$ cat src/sv/pairwise_distance_sorter_core_defines.svh
// ----------------------------------------------------------------------------
// Pairwise distance sorter assertion macros
// Concurrent assertion wrappers, empty when synthesizing.
// ----------------------------------------------------------------------------
`ifndef PAIRWISE_DISTANCE_SORTER_CORE_DEFINES_SVH
`define PAIRWISE_DISTANCE_SORTER_CORE_DEFINES_SVH
`ifndef SYNTHESIS
`define PDS_ASSERT(label, clk, rst_n, prop, msg) \
  label: assert property (@(posedge clk) disable iff (!rst_n) (prop)) else $error(msg);
`define PDS_ASSERT_NEXT(label, clk, rst_n, ante, cons, msg) \
  label: assert property (@(posedge clk) disable iff (!rst_n) (ante) |=> (cons)) \
    else $error(msg);
`else
`define PDS_ASSERT(label, clk, rst_n, prop, msg)
`define PDS_ASSERT_NEXT(label, clk, rst_n, ante, cons, msg)
`endif
`endif

$ cat src/sv/pds_pkg.sv
// ----------------------------------------------------------------------------
// Pairwise distance sorter package
// Payload types, sizing constants and shared helpers.
// ----------------------------------------------------------------------------
`default_nettype none
package pds_pkg;
  localparam int unsigned MaxPoints = 10;
  localparam int unsigned PairCap   = (MaxPoints * (MaxPoints - 1)) / 2;
  localparam int unsigned IdxW      = 4;
  localparam int unsigned PairW     = $clog2(PairCap + 1);
  localparam int unsigned SqW       = 34;
  localparam int unsigned DistW     = 25;
  localparam int unsigned RadW      = 50;

  typedef struct packed {
    logic signed [15:0] coord_x;
    logic signed [15:0] coord_y;
    logic signed [15:0] coord_z;
    logic               last_point;
  } in_item_t;

  typedef struct packed {
    logic [IdxW-1:0]  first_index;
    logic [IdxW-1:0]  second_index;
    logic [SqW-1:0]   squared_distance;
    logic [DistW-1:0] distance_fixed;
    logic             last_pair;
  } out_item_t;

  typedef struct packed {
    logic [IdxW-1:0] lo;
    logic [IdxW-1:0] hi;
    logic [SqW-1:0]  sq;
  } pair_t;

  // true when pair a sorts ahead of pair b
  function automatic logic goes_before(pair_t a, pair_t b);
    logic r;
    if (a.sq != b.sq) r = a.sq > b.sq;
    else if (a.lo != b.lo) r = a.lo < b.lo;
    else r = a.hi < b.hi;
    return r;
  endfunction
endpackage
`default_nettype wire

$ cat src/sv/pds_sqrt.sv
// ----------------------------------------------------------------------------
// Pairwise distance sorter square root
// Bit-serial integer square root, one result bit per cycle.
// ----------------------------------------------------------------------------
`default_nettype none
module pds_sqrt (
  input  wire logic                     clk_i,
  input  wire logic                     rst_ni,
  input  wire logic                     start_i,
  input  wire logic [pds_pkg::SqW-1:0]  sq_i,
  output logic                          done_o,
  output logic [pds_pkg::DistW-1:0]     root_o
);
  import pds_pkg::*;

  localparam int unsigned OpW  = SqW + 16;
  localparam int unsigned StepW = $clog2(DistW + 1);

  logic [OpW-1:0]   rem_q, rem_d;
  logic [OpW-1:0]   op_q, op_d;
  logic [DistW-1:0] root_q, root_d;
  logic [StepW-1:0] step_q, step_d;
  logic             busy_q, busy_d;
  logic [RadW-1:0]  trial;
  logic [RadW-1:0]  rem_sh;

  // restoring step: bring down two bits, try 4r+1
  always_comb begin
    rem_sh = {rem_q[RadW-3:0], op_q[OpW-1 -: 2]};
    trial  = {{(RadW-DistW-2){1'b0}}, root_q, 2'b01};
    rem_d  = rem_q;
    op_d   = op_q;
    root_d = root_q;
    step_d = step_q;
    busy_d = busy_q;
    if (start_i) begin
      rem_d  = '0;
      op_d   = {sq_i, 16'd0};
      root_d = '0;
      step_d = StepW'(DistW);
      busy_d = 1'b1;
    end else if (busy_q) begin
      op_d = {op_q[OpW-3:0], 2'b00};
      if (rem_sh >= trial) begin
        rem_d  = rem_sh - trial;
        root_d = {root_q[DistW-2:0], 1'b1};
      end else begin
        rem_d  = rem_sh;
        root_d = {root_q[DistW-2:0], 1'b0};
      end
      step_d = step_q - 1'b1;
      if (step_q == StepW'(1)) busy_d = 1'b0;
    end
  end

  always_ff @(posedge clk_i or negedge rst_ni) begin
    if (!rst_ni) begin
      busy_q <= 1'b0;
      step_q <= '0;
    end else begin
      busy_q <= busy_d;
      step_q <= step_d;
    end
  end

  always_ff @(posedge clk_i) begin
    rem_q  <= rem_d;
    op_q   <= op_d;
    root_q <= root_d;
  end

  assign done_o = busy_q && (step_q == StepW'(1));
  assign root_o = {root_q[DistW-2:0], (rem_sh >= trial)};
endmodule
`default_nettype wire

$ cat config.mk
export PLATFORM = sky130hd
export DESIGN_NAME = pds_sqrt
export DESIGN_NICKNAME = d
export VERILOG_FILES = /design/src/sv/pairwise_distance_sorter_core_defines.svh /design/src/sv/pds_pkg.sv /design/src/sv/pds_sqrt.sv
export SDC_FILE = /design/constraint.sdc
export NUM_CORES = 1
export LEC_CHECK = 0
export ABC_AREA = 0
export BUFFER_PORTS_ARGS = -buffer_cell sky130_fd_sc_hd__buf_2
export CAP_MARGIN = 0
export CORE_AREA = 2 2 88 154
export CTS_BUF_LIST = sky130_fd_sc_hd__clkbuf_4 sky130_fd_sc_hd__clkbuf_8 sky130_fd_sc_hd__clkbuf_16
export CTS_CLUSTER_SIZE = 10
export DETAILED_ROUTE_END_ITERATION = 8
export DIE_AREA = 0 0 90 156
export PLACE_DENSITY_LB_ADDON = 0.12
export SYNTH_ARGS = -nofsm -noshare
export SYNTH_HDL_FRONTEND = slang
export SYNTH_SLANG_ARGS = --single-unit
$ cat constraint.sdc
create_clock -name clk_i -period 3.9 [get_ports clk_i]
set_input_delay 1.17 -clock clk_i [delete_from_list [all_inputs] [get_ports clk_i]]
set_output_delay 1.17 -clock clk_i [all_outputs]
set_load 0.05 [all_outputs]
==> impl_metrics.ini <==
[run_status]
status = finished clean

[grt]
grt_first_pass_wirelength_mm = 25.2
grtUsageTotal_pct = 22.1
antenna_found_initial = 0
grt-busiest-layer = met2
grt_max_degree = 88
grt_overflow = 0
met3_usage_pct = 4.06
use_met2_pct = 42.4
grt_util_met1_pct = 23.0
grt_pass1_vias = 5287

[placement]
dp_hpwl_mm = 10.6
pre_cts_ws_ps = 194
io_buffers = 62
dp.cells = 911
gp_congestion = 0.901

[clocking]
path_clk_slew_ps = 60
hold_buffers = 0
clkLatencyLatePin_ps = 420
cts_num_sinks = 113
cts_tree = done
cts_inserted_buffers = 17
htree_levels = 4
clockRootBuffer = clkbuf_16
clock_path_buffers = 2

[worst_setup_path]
crit_arrival_ps = 2710
rr_startpoint = root_q[2]
worstPathRequired_ps = 2730
start_kind = register
end_kind = output pin
criticalPathCategory = register to output pin
reg2reg_to = rem_q[43]
startpoint = root_q[2]
reg2reg_depth = 12
critPathMaxFanout = 5
ff2ff_setup_slack_ps = 490

[synthesis]
async_flop_share_pct = 5.31
synth_cell_type_count = 65
synth_edf_count = 34
avgSynthCellArea_um2 = 9.19
synth_top_area_share_pct = 21.9
synth.most_common_cell = nor2_1
ys_seq_area_share_pct = 39.4
synthTopCellsByArea = dfxtp_1, edfxtp_1, nor2_1, mux2_2, ha_1
syn-num-nets = 792
netlist_instances = 726
ys.flop_type = dfxtp_1
ys_top_cells_by_count = nor2_1, dfxtp_1, a211oi_1, a21oi_1
ys.warnings.count = 0
yosys_register_bits = 113
yosys.area.top_type = dfxtp_1
netlist_area_um2 = 6680

[floorplan]
fp.coreArea_um2 = 12800
core.rowCount = 55
dieArea_um2 = 14000
start_util_pct = 52.2
die_w_um = 90
ios = 63
die_y_um = 156

[power]
p_per_area_nw_per_um2 = 869
p_leak_nw = 3.38
vdd.ir_drop.worst_mv = 0.376

[timing]
fin_crit_ps = 3880
fin_skew_ps = 8.48
tightestPinTransition_ps = 971
max_freq_mhz = 258
setup_viol = 0
final.setup.worst_slack_ps = 23.3
slew_headroom_pct = 35.3
hold_viol_final = 0
maxSlewViolCount = 0
post-route-period-util_pct = 99.4
rsz0062_at_grt = true

[route]
num_vias = 5337
drtIter0Drc = 251
dr.pass1.iters = 4
wirelength_mm = 15.0
viasPerCell = 5.62
drcViolationCount = 0
wire_per_inst_um = 15.8
antenna_left = 0

[layout]
fin_nets = 832
synthToLayoutAreaGrowth_pct = 17.3
nFillCells = 1150
antennaDiodeCount = 0
drive_gt1_share_pct = 25.3
layout.cells.non_filler = 950

[worst_hold_path]
hold-path-endpoint = root_q[24]
min_from = root_q[24]
worstHoldPathType = register to register
min_delay_path_depth = 2

[flow_run]
max-cap-violations = 0
-- cells in the final DEF (no fill, tap or decap), types with 6 or more instances in the layout --
master,netlist,layout
a211oi_1,42,42
a21o_1,12,12
a21oi_1,42,41
a311oi_1,6,6
buf_2,4,60
buf_4,27,23
clkbuf_16,0,17
dfxtp_1,73,63
dfxtp_2,0,10
edfxtp_1,34,34
ha_1,29,16
ha_4,0,10
inv_1,34,34
inv_6,0,6
mux2_2,33,33
mux2i_1,31,31
nand2_1,33,32
nand2b_1,8,8
nor2_1,106,106
nor2b_1,6,6
nor3_1,9,8
nor4_1,7,6
o211ai_1,6,6
o21ai_0,20,20
xnor2_1,26,26
xor2_1,17,17
-- registers in the layout (all words and copies together), names as in the netlist --
name    count
busy_q      1
op_q       34
rem_q      48
root_q     25
step_q      5
-- power by group --
| group | switching (mW) | total, mW | internal [mW] |
|---|---|---|---|
| logic | 1.90 | 3.53 | 1.62 |
| clock network | 0.637 | 1.54 | 0.907 |
| registers | 0.251 | 1.73 | 1.48 |
-- per-layer routing --
layer | wire, µm | vias to the layer above
li1 | - | 2656
met1 | 5910 | 2556
met2 | 8320 | 97
met3 | 386 | 28
met4 | 422 | 0
met5 | 0 | -
-- worst max-delay path, stage by stage (launching register included) --
cell and delay [ps]:
dfxtp_1 370, inv_1 70, ha_1 370, nand4_1 130, or4_4 440, or4_4 440, nand4b_4 130, a211oi_4 60
inv_2 130, buf_8 160
-- how the worst max path moves through the flow --
stage,to,slack [ps]
finish,root_o[0],20
global route,root_o[0],-80
CTS,root_o[0],10
detailed placement,root_o[0],190
global placement,root_o[0],210
floorplan,root_o[0],260
-- stage by stage --
| stage | utilization, % | setup TNS (ps) | area (µm²) | power (mW) | hold slack [ps] |
|---|---|---|---|---|---|
| after floorplan | - | 0 | 6680 | 4.20 | 460 |
| final | 61.2 | 0 | 7830 | 6.80 | 497 |
| after global placement | 54.6 | 0 | 6980 | 4.96 | 476 |
| after global routing | 61.2 | -77.5 | 7830 | 7.28 | 532 |
| after detailed placement | 54.6 | 0 | 6980 | 5.00 | 483 |
| after CTS | 60.5 | 0 | 7740 | 6.74 | 490 |
-- logic make-up after synthesis --
| logic type | share of synthesized area, % |
|---|---|
| buffers and inverters | 7.16 |
| adder cells (fa/ha/maj) | 5.44 |
| XOR/XNOR | 5.64 |
| AND/OR/NAND/NOR | 15.5 |
| multiplexers | 10.2 |
| flip-flops | 39.4 |
| AO/OA/AOI/OAI | 16.6 |
-- final cells by class --
class / count / area [µm²] / area share, %
clock inverter: 15 / 161 / 2.06
inverter: 36 / 135 / 1.73
multi-input combinational: 514 / 3760 / 48.0
timing repair buffer: 84 / 488 / 6.23
tap: 171 / 214 / 2.73
clock buffer: 17 / 425 / 5.43
sequential: 113 / 2650 / 33.8
-- timing repair --
item / 4_1_cts / 5_1_grt
setup endpoints to repair: 1 / 1
pin swaps: 6 / 5
buffers inserted: 4 / 3
gates resized for setup: 26 / 13
(Power assumes the default switching activity.)
